--- src/hdl/bwsc_pkg.sv ---
`timescale 1ns / 1ps
// ----------------------------------------------------------------------------
// bwsc_pkg
// Shared types and constants of the Boltzmann-weighted state correlation block.
// ----------------------------------------------------------------------------
package bwsc_pkg;

	localparam int STATE_BITS     = 4;
	localparam int ACC_W          = 48;
	localparam int WEIGHT_W       = 32;
	localparam int CFG_W          = 32;
	localparam int IDX_W          = 2;

	localparam logic [1:0] REG_MEAN_SCORE    = 2'd0;
	localparam logic [1:0] REG_LEFT_IS_BOND  = 2'd1;
	localparam logic [1:0] REG_RIGHT_IS_BOND = 2'd2;

	localparam logic [15:0] LOG2E_OVER_RT = 16'd36789;
	localparam logic [15:0] POLY_C1 = 16'd45617;
	localparam logic [15:0] POLY_C2 = 16'd14712;
	localparam logic [15:0] POLY_C3 = 16'd5191;
	localparam logic [17:0] THIRD_2 = 18'd32768;
	localparam logic [17:0] THIRD_3 = 18'd21845;

	typedef struct packed {
		logic        [31:0]           sample_score;
		logic        [STATE_BITS-1:0] left_state;
		logic        [STATE_BITS-1:0] right_state;
		logic                         final_sample;
	} in_item_t;

	typedef struct packed {
		logic [1:0]  row_index;
		logic [1:0]  col_index;
		logic [17:0] entry_value;
		logic        last_entry;
	} out_item_t;

	// controller -> datapath
	typedef struct packed {
		logic       load;       // capture input item
		logic       calc_y;     // multiply d by constant
		logic [1:0] poly_step;  // Horner step 0..2
		logic       poly_en;
		logic       shift_en;   // form weight
		logic       accum;      // add weight into accumulator
		logic       sum_row;    // compute row sum for row_q
		logic       div_start;  // start divider for (row_q,col_q)
		logic       div_step;
		logic       emit;
		logic       clear;
		logic [1:0] row;
		logic [1:0] col;
		logic       last;
	} dp_cmd_t;

	// datapath -> controller
	typedef struct packed {
		logic final_sample;
		logic rows3;
		logic cols3;
		logic div_done;
	} dp_stat_t;

endpackage

--- src/hdl/boltzmann_weighted_state_correlation.sv ---
`timescale 1ns / 1ps
// ----------------------------------------------------------------------------
// boltzmann_weighted_state_correlation
// Non-final sample: after accept it runs multiply, Horner steps, shift and
// accumulate, then returns to idle for the next start. Final sample: then a
// row sum per row and, per entry, divider start, serial divide and emit; a
// clear ends it. The 64-step divider sets the rate.
// The receiver cannot stall; result_valid marks each entry for one cycle.
// Reset (arst_n low) asynchronously clears control, config and accumulators.
// ----------------------------------------------------------------------------
module boltzmann_weighted_state_correlation (
	input  logic                       clk,
	input  logic                       arst_n,
	input  logic                       start,
	output logic                       busy,
	input  bwsc_pkg::in_item_t         in_item,
	input  logic                       cfg_we,
	input  logic [1:0]                 cfg_index,
	input  logic [bwsc_pkg::CFG_W-1:0] cfg_data,
	output logic                       result_valid,
	output bwsc_pkg::out_item_t        result
);

	bwsc_pkg::dp_cmd_t  cmd;
	bwsc_pkg::dp_stat_t stat;

	bwsc_ctrl u_ctrl (
		.clk    (clk),
		.arst_n (arst_n),
		.start  (start),
		.busy   (busy),
		.stat   (stat),
		.cmd    (cmd)
	);

	bwsc_dp u_dp (
		.clk          (clk),
		.arst_n       (arst_n),
		.cfg_we       (cfg_we),
		.cfg_index    (cfg_index),
		.cfg_data     (cfg_data),
		.sample_score (in_item.sample_score),
		.left_state   (in_item.left_state),
		.right_state  (in_item.right_state),
		.final_sample (in_item.final_sample),
		.cmd          (cmd),
		.stat         (stat),
		.result_valid (result_valid),
		.result       (result)
	);

endmodule

--- src/hdl/bwsc_ctrl.sv ---
`timescale 1ns / 1ps
// ----------------------------------------------------------------------------
// bwsc_ctrl
// Sequencer: weight evaluation, accumulate, then row-normalize and emit.
// ----------------------------------------------------------------------------
module bwsc_ctrl (
	input  logic               clk,
	input  logic               arst_n,
	input  logic               start,
	output logic               busy,
	input  bwsc_pkg::dp_stat_t stat,
	output bwsc_pkg::dp_cmd_t  cmd
);

	typedef enum logic [9:0] {
		S_IDLE  = 10'b0000000001,
		S_MUL   = 10'b0000000010,
		S_POLY  = 10'b0000000100,
		S_SHIFT = 10'b0000001000,
		S_ACC   = 10'b0000010000,
		S_ROW   = 10'b0000100000,
		S_DIVS  = 10'b0001000000,
		S_DIV   = 10'b0010000000,
		S_EMIT  = 10'b0100000000,
		S_CLR   = 10'b1000000000
	} state_t;

	state_t     state_q, state_d;
	logic [1:0] step_q, step_d;
	logic [1:0] row_q, row_d;
	logic [1:0] col_q, col_d;
	logic [1:0] row_max, col_max;

	assign row_max = stat.rows3 ? 2'd2 : 2'd1;
	assign col_max = stat.cols3 ? 2'd2 : 2'd1;
	assign busy    = (state_q != S_IDLE);

	always_comb begin
		state_d = state_q;
		step_d  = step_q;
		row_d   = row_q;
		col_d   = col_q;
		cmd     = '0;
		cmd.row = row_q;
		cmd.col = col_q;
		cmd.last = (row_q == row_max) && (col_q == col_max);
		unique case (state_q)
			S_IDLE: begin
				if (start) begin
					cmd.load = 1'b1;
					state_d  = S_MUL;
				end
			end
			S_MUL: begin
				cmd.calc_y = 1'b1;
				step_d     = 2'd0;
				state_d    = S_POLY;
			end
			S_POLY: begin
				cmd.poly_en   = 1'b1;
				cmd.poly_step = step_q;
				step_d        = step_q + 2'd1;
				if (step_q == 2'd2) state_d = S_SHIFT;
			end
			S_SHIFT: begin
				cmd.shift_en = 1'b1;
				state_d      = S_ACC;
			end
			S_ACC: begin
				cmd.accum = 1'b1;
				row_d     = 2'd0;
				col_d     = 2'd0;
				state_d   = stat.final_sample ? S_ROW : S_IDLE;
			end
			S_ROW: begin
				cmd.sum_row = 1'b1;
				state_d     = S_DIVS;
			end
			S_DIVS: begin
				cmd.div_start = 1'b1;
				state_d       = S_DIV;
			end
			S_DIV: begin
				cmd.div_step = 1'b1;
				if (stat.div_done) state_d = S_EMIT;
			end
			S_EMIT: begin
				cmd.emit = 1'b1;
				if (col_q == col_max) begin
					col_d = 2'd0;
					if (row_q == row_max) begin
						state_d = S_CLR;
					end else begin
						row_d   = row_q + 2'd1;
						state_d = S_ROW;
					end
				end else begin
					col_d   = col_q + 2'd1;
					state_d = S_DIVS;
				end
			end
			S_CLR: begin
				cmd.clear = 1'b1;
				state_d   = S_IDLE;
			end
			default: state_d = S_IDLE;
		endcase
	end

	always_ff @(posedge clk or negedge arst_n) begin
		if (!arst_n) begin
			state_q <= S_IDLE;
			step_q  <= 2'd0;
			row_q   <= 2'd0;
			col_q   <= 2'd0;
		end else begin
			state_q <= state_d;
			step_q  <= step_d;
			row_q   <= row_d;
			col_q   <= col_d;
		end
	end

	a_start_only_idle: assert property (@(posedge clk) disable iff (!arst_n)
		cmd.load |-> state_q == S_IDLE)
		else $error("load outside idle");
	a_emit_to_next: assert property (@(posedge clk) disable iff (!arst_n)
		(cmd.emit && cmd.last) |=> state_q == S_CLR)
		else $error("no clear after last entry");
	a_clear_idle: assert property (@(posedge clk) disable iff (!arst_n)
		cmd.clear |=> !busy)
		else $error("busy after clear");

endmodule

--- src/hdl/bwsc_dp.sv ---
`timescale 1ns / 1ps
// ----------------------------------------------------------------------------
// bwsc_dp
// Datapath: exp weight, accumulators, row sums, serial divider, output reg.
// ----------------------------------------------------------------------------
module bwsc_dp (
	input  logic                            clk,
	input  logic                            arst_n,
	input  logic                            cfg_we,
	input  logic [1:0]                      cfg_index,
	input  logic [bwsc_pkg::CFG_W-1:0]      cfg_data,
	input  logic [31:0]                     sample_score,
	input  logic [bwsc_pkg::STATE_BITS-1:0] left_state,
	input  logic [bwsc_pkg::STATE_BITS-1:0] right_state,
	input  logic                            final_sample,
	input  bwsc_pkg::dp_cmd_t               cmd,
	output bwsc_pkg::dp_stat_t              stat,
	output logic                            result_valid,
	output bwsc_pkg::out_item_t             result
);

	localparam int AW = bwsc_pkg::ACC_W;
	localparam int LB = (bwsc_pkg::STATE_BITS < 4) ? bwsc_pkg::STATE_BITS : 4;
	localparam logic [AW-1:0] ACC_MAX = {AW{1'b1}};

	logic signed [31:0] mean_q;
	logic               lb_q, rb_q;
	logic signed [32:0] d_q;
	logic               sat_q;
	logic               fin_q;
	logic [1:0]         l_q, r_q;
	logic               ok_q;
	logic signed [49:0] y_q;
	logic [16:0]        h_q;
	logic [31:0]        w_q;
	logic [AW-1:0]      acc_q [9];
	logic [AW+1:0]      tot_q;
	logic [AW+15:0]     rem_q;
	logic [AW+15:0]     num_q;
	logic [AW+15:0]     quo_q;
	logic [6:0]         cnt_q;
	logic               div_busy_q;
	logic [3:0]         acc_sel;

	function automatic logic [2:0] low_idx(input logic [bwsc_pkg::STATE_BITS-1:0] s);
		logic [2:0] r;
		r = 3'd7;
		for (int i = LB - 1; i >= 0; i--)
			if (s[i]) r = (i == 3) ? 3'd0 : 3'(i);
		return r;
	endfunction

	// Configuration registers
	always_ff @(posedge clk or negedge arst_n) begin
		if (!arst_n) begin
			mean_q <= '0;
			lb_q   <= 1'b0;
			rb_q   <= 1'b0;
		end else if (cfg_we) begin
			unique case (cfg_index)
				bwsc_pkg::REG_MEAN_SCORE:    mean_q <= cfg_data;
				bwsc_pkg::REG_LEFT_IS_BOND:  lb_q   <= cfg_data[0];
				bwsc_pkg::REG_RIGHT_IS_BOND: rb_q   <= cfg_data[0];
				default: ;
			endcase
		end
	end

	assign stat.rows3        = lb_q;
	assign stat.cols3        = rb_q;
	assign stat.final_sample = fin_q;
	assign stat.div_done     = div_busy_q && (cnt_q == 7'd0);

	logic [2:0] li, ri;
	assign li = low_idx(left_state);
	assign ri = low_idx(right_state);

	// Weight evaluation
	logic signed [32:0] d_cl;
	logic [32:0]        f_prod;
	logic [15:0]        f_frac;
	logic signed [7:0]  n_exp;
	logic [16:0]        c_next;
	logic [16:0]        m_val;
	logic [52:0]        w_sh;

	assign d_cl   = (d_q < -(33'sd32 <<< 16)) ? -(33'sd32 <<< 16) : d_q;
	assign f_frac = y_q[31:16];
	assign n_exp  = 8'(y_q[49:32]);
	assign f_prod = 33'(h_q) * 33'(f_frac);
	assign m_val  = 17'd65536 + 17'(f_prod >> 16);

	always_comb begin
		unique case (cmd.poly_step)
			2'd0:    c_next = 17'(bwsc_pkg::POLY_C2) + 17'(f_prod >> 16);
			2'd1:    c_next = 17'(bwsc_pkg::POLY_C1) + 17'(f_prod >> 16);
			default: c_next = 17'(bwsc_pkg::POLY_C1);
		endcase
		if (n_exp >= 0) w_sh = 53'(m_val) << n_exp[4:0];
		else            w_sh = 53'(m_val) >> 6'(-n_exp);
	end

	always_ff @(posedge clk) begin
		if (cmd.load) begin
			d_q   <= 33'(signed'(mean_q)) - 33'(signed'(sample_score));
			fin_q <= final_sample;
			l_q   <= li[1:0];
			r_q   <= ri[1:0];
			ok_q  <= !li[2] && !ri[2] && (lb_q || li[1:0] != 2'd2)
			         && (rb_q || ri[1:0] != 2'd2);
		end
		if (cmd.calc_y) begin
			sat_q <= d_q >= (33'sd29 <<< 16);
			y_q   <= 50'(d_cl) * 50'(signed'({1'b0, bwsc_pkg::LOG2E_OVER_RT}));
			h_q   <= 17'(bwsc_pkg::POLY_C3);
		end
		if (cmd.poly_en && cmd.poly_step != 2'd2) h_q <= c_next;
		if (cmd.shift_en) begin
			if (sat_q || n_exp > 8'sd20 || w_sh > 53'hFFFFFFFF) w_q <= '1;
			else if (n_exp <= -8'sd40)                           w_q <= '0;
			else                                                 w_q <= w_sh[31:0];
		end
	end

	// Accumulators
	logic [AW:0] acc_add;
	assign acc_sel = 4'(l_q) * 4'd3 + 4'(r_q);
	assign acc_add = {1'b0, acc_q[acc_sel]} + (AW+1)'(w_q);

	always_ff @(posedge clk or negedge arst_n) begin
		if (!arst_n) begin
			for (int i = 0; i < 9; i++) acc_q[i] <= '0;
		end else if (cmd.clear) begin
			for (int i = 0; i < 9; i++) acc_q[i] <= '0;
		end else if (cmd.accum && ok_q) begin
			acc_q[acc_sel] <= acc_add[AW] ? ACC_MAX : acc_add[AW-1:0];
		end
	end

	// Row sum and restoring divider, one quotient bit per cycle
	logic [3:0]     base;
	logic [3:0]     ecell;
	logic [AW+16:0] trial;
	assign base  = 4'(cmd.row) * 4'd3;
	assign ecell = base + 4'(cmd.col);
	assign trial = {rem_q, num_q[AW+15]} - (AW+17)'(tot_q);

	always_ff @(posedge clk or negedge arst_n) begin
		if (!arst_n) begin
			div_busy_q   <= 1'b0;
			cnt_q        <= '0;
			result_valid <= 1'b0;
		end else begin
			result_valid <= cmd.emit;
			if (cmd.div_start) begin
				div_busy_q <= 1'b1;
				cnt_q      <= 7'(AW + 16);
			end else if (cmd.div_step && cnt_q != 7'd0) begin
				cnt_q <= cnt_q - 7'd1;
			end else if (cmd.emit) begin
				div_busy_q <= 1'b0;
			end
		end
	end

	always_ff @(posedge clk) begin
		if (cmd.sum_row)
			tot_q <= (AW+2)'(acc_q[base]) + (AW+2)'(acc_q[base + 4'd1])
			         + (rb_q ? (AW+2)'(acc_q[base + 4'd2]) : '0);
		if (cmd.div_start) begin
			rem_q <= '0;
			num_q <= {acc_q[ecell], 16'd0};
			quo_q <= '0;
		end else if (cmd.div_step && cnt_q != 7'd0) begin
			num_q <= num_q << 1;
			if (!trial[AW+16]) begin
				rem_q <= trial[AW+15:0];
				quo_q <= {quo_q[AW+14:0], 1'b1};
			end else begin
				rem_q <= {rem_q[AW+14:0], num_q[AW+15]};
				quo_q <= {quo_q[AW+14:0], 1'b0};
			end
		end
		if (cmd.emit) begin
			result.row_index   <= cmd.row;
			result.col_index   <= cmd.col;
			result.last_entry  <= cmd.last;
			result.entry_value <= (tot_q == '0) ? 18'd0 :
				quo_q[17:0] - (rb_q ? bwsc_pkg::THIRD_3 : bwsc_pkg::THIRD_2);
		end
	end

	a_div_len: assert property (@(posedge clk) disable iff (!arst_n)
		cmd.div_start |=> cnt_q == 7'(AW + 16))
		else $error("divider count not loaded");
	a_emit_valid: assert property (@(posedge clk) disable iff (!arst_n)
		cmd.emit |=> result_valid)
		else $error("emit without strobe");
	a_cleared: assert property (@(posedge clk) disable iff (!arst_n)
		cmd.clear |=> acc_q[0] == '0 && acc_q[4] == '0 && acc_q[8] == '0)
		else $error("accumulators not cleared");

endmodule
--- config.mk ---
export PLATFORM = sky130hd
export DESIGN_NAME = boltzmann_weighted_state_correlation
export DESIGN_NICKNAME = d
export VERILOG_FILES = /design/src/hdl/bwsc_pkg.sv /design/src/hdl/boltzmann_weighted_state_correlation.sv /design/src/hdl/bwsc_ctrl.sv /design/src/hdl/bwsc_dp.sv
export SDC_FILE = /design/constraint.sdc
export NUM_CORES = 2
export LEC_CHECK = 0
export ABC_AREA = 1
export BUFFER_PORTS_ARGS = -buffer_cell sky130_fd_sc_hd__buf_2
export CAP_MARGIN = 20
export CORE_MARGIN = 4
export CORE_UTILIZATION = 25
export CTS_CLUSTER_DIAMETER = 80
export CTS_CLUSTER_SIZE = 28
export DETAILED_ROUTE_END_ITERATION = 6
export HOLD_SLACK_MARGIN = 0.03
export PLACE_DENSITY_LB_ADDON = 0.1
export SETUP_SLACK_MARGIN = 0.02
export SKIP_CTS_REPAIR_TIMING = 1
export SYNTH_ARGS = -nofsm -noshare
export SYNTH_HDL_FRONTEND = slang
export SYNTH_HIERARCHICAL = 1
export SYNTH_SLANG_ARGS = --single-unit
--- constraint.sdc ---
create_clock -name clk -period 7.05 [get_ports clk]
set_clock_uncertainty 0.15 [all_clocks]
set_input_delay 0.705 -clock clk [delete_from_list [all_inputs] [get_ports clk]]
set_output_delay 0.705 -clock clk [all_outputs]
set_load 0.03 [all_outputs]
==> out/results.ini <==
[critical_path]
cp_data_required_time_ns=7.48
max_stage_delay_ns=0.54
crit_path_start_kind=register
crit_top_cell=fa_1
crit_fanout=8
crit_arrival_ns=7.38
critical_path_class=reg2reg
r2r-start=u_dp/h_q[10]
end_kind=register
timing.critical_path.from=u_dp/h_q[10]
critPathSlowestCell=fa_1

[sta]
hold_slack_ns=0.0663
fin_crit_ns=6.95
timing.fmax_ghz=0.144
finalHoldViolations=0
slew_headroom_pct=15.1
worstMarginPinSlew_ns=1.27
final_max_slew_viol_count=0
rsz0062_at_grt=true
post-route-period-util_pct=98.5
setup_viol=0

[placement]
gp_congestion=0.907
port-buffer-count=103
hpwlAfterDp_mm=255

[global_routing]
grt_pass1_vias=75600
antenna_found_initial=14
grt_max_degree=167
gr-total-overflow=0
grt_pass1_wl_mm=527
grt.total_usage_pct=21.8

[yosys]
synth_ff_type=dfrtp_1
syn_area_per_cell_sq_um=7.48
ys_types=77
yosys_warnings=6
ys_async_sr_fraction_pct=60.8
synth_fa_ha_area_share_pct=20.2
synth-seq-area-share_pct=26.9
postSynthCellCount=10400
synth_top_family_by_area=adder cells
synth_edf_count=234
syn_area_sq_mm=0.0780
yosys.area_share.simple_pct=19.0
ys_ff_latch=807
synth_xor_area_share_pct=2.44
synth_compound_area_share_pct=20.1
syn_nets=11500
muxShareOfSynthArea_pct=0.433

[route]
vias=76200
wl_mm=361
drtIter0Drc=7513
final_antenna_net_count=0
drc_errors=3
drt-pass1-iter-count=7
wire_per_inst_um=24.1
viasPerCell=5.09

[die]
num_rows=204
start_util_pct=25.2
die_width_um=567
dieArea_sq_mm=0.321
die_y_um=567
io_pins=104
core_sq_mm=0.310

[cells_and_area]
nNetsFinal=11800
final_common_cell=nand2_1
final_cell_mix=nand2_1 (2018), inv_1 (1581), o21ai_0 (910)
areaGrowthSynthToFinish_pct=19.2
drive_gt1_share_pct=15.1

[clocking]
insertion_delay_ns=0.88
cts-root-buf=clkbuf_16
cts_sinks=807
cts_tree=yes
ctsHtreeMaxLevel=3
cts.path.max_buffers=4
cts_buffers=97
clk_transition_reported_paths_ns=0.07

[run_status]
outcome=finished, violations left
violations=design-rule violations

[min_path]
hp-start=in_item[8]
holdCritPathClass=in2reg

[run]
drv_cap=0

==> routing by layer <==
metal,vias to the layer above,routed length [um],global-route usage [%]
met5,-,25,0
met4,4,11600,5.98
met3,577,27000,4.04
met2,2954,158000,33.9
met1,37500,165000,30.7
li1,35200,-,-
==> critical path: cells and delay by family, from the launching register on <==
family | cells | cell delay [ns]
adders and majority gates | 7 | 3.31
DFF | 1 | 0.44
buffers and inverters | 10 | 1.02
and+or+nand+nor | 16 | 1.75
==> worst paths after layout <==
kind,to,slack [ns],cells after the start
setup / recovery,u_dp/w_q[26],0.10,33
hold / removal,u_dp/l_q[1],0.07,2
setup reg to reg,u_dp/w_q[26],0.10,33
hold reg to reg,u_dp/rem_q[24],0.33,2
max in group asynchronous,u_ctrl/row_q[0],5.02,3
min in group asynchronous,u_dp/acc_q[214],0.35,2
==> synth_stat cells (all sizes together) (8+ instances only) <==
cell type,count,share of area (%)
edfxtp,234,9.0
o211ai,101,0.97
nor4,32,0.26
nor3,47,0.34
buf,80,0.62
xnor2,95,1.1
a31oi,106,0.85
o22ai,329,3.4
o21bai,13,0.13
a211oi,10,0.096
nand2,2173,11
clkbuf,456,2.2
and2,8,0.064
or2,14,0.11
a21o,18,0.17
a22oi,35,0.34
inv,1667,8.0
a21oi,734,4.7
nand3,541,3.9
o31ai,19,0.18
dfxtp,82,2.1
a221oi,34,0.38
nor2,640,3.1
fa,489,13
mux2,30,0.43
a22o,30,0.34
xor2,121,1.4
o21ai,1108,7.2
nand4,41,0.33
o21a,24,0.23
dfrtp,490,16
o221ai,40,0.45
clkinv,18,0.093
a21boi,15,0.15
nand3b,14,0.15
o2111ai,20,0.22
ha,474,7.6
a32o,11,0.14
==> registers in the layout, indices dropped and copies added (netlist names), 2 cells and up <==
| name | flops |
|---|---|
| u_dp/acc_q | 432 |
| u_dp/rem_q | 64 |
| u_dp/tot_q | 50 |
| u_dp/num_q | 48 |
| u_dp/d_q | 33 |
| u_dp/mean_q | 32 |
| u_dp/w_q | 32 |
| u_dp/y_q | 24 |
| u_dp/result | 23 |
| u_dp/quo_q | 18 |
| u_dp/h_q | 17 |
| u_ctrl/state_q | 10 |
| u_dp/cnt_q | 7 |
| u_ctrl/col_q | 2 |
| u_ctrl/row_q | 2 |
| u_ctrl/step_q | 2 |
| u_dp/l_q | 2 |
| u_dp/r_q | 2 |
==> cells by family (layout without fill, tap and decap cells) <==
group,Yosys count,in the layout
and+or+nand+nor,3519,3519
adders and majority gates,963,963
DFF,807,807
muxes,30,30
xor gates and xnor gates,216,216
other,0,5
AOI/OAI and AO/OA,2666,2666
buffers and inverters,2221,2629
==> cell type report <==
cell class,count,area [sq um]
Antenna cell,5,12.5
Clock buffer,108,2550
Clock inverter,68,759
Fill cell,33500,217000
Inverter,1685,6370
Multi-Input combinational cell,7394,50700
Sequential cell,807,21000
Tap cell,4120,5150
Timing Repair Buffer,768,6440
==> stage by stage <==
step	TNS, ns	setup WS [ns]	std cells	utilization, %	cell area (sq um)
3_3_place_gp	-12.37	-0.352	14700	28.0	86700
6_report	0	0.104	15000	30.0	93000
4_1_cts	-12.80	-0.441	14900	29.1	90000
5_1_grt	-6.80	-0.219	15000	30.0	93000
2_1_floorplan	0	0.125	10400	-	78000
3_5_place_dp	-10.75	-0.367	14700	28.0	86700
Power is not shown: default switching activity piles up to over one toggle a cycle in this logic, so the estimate is an artifact.
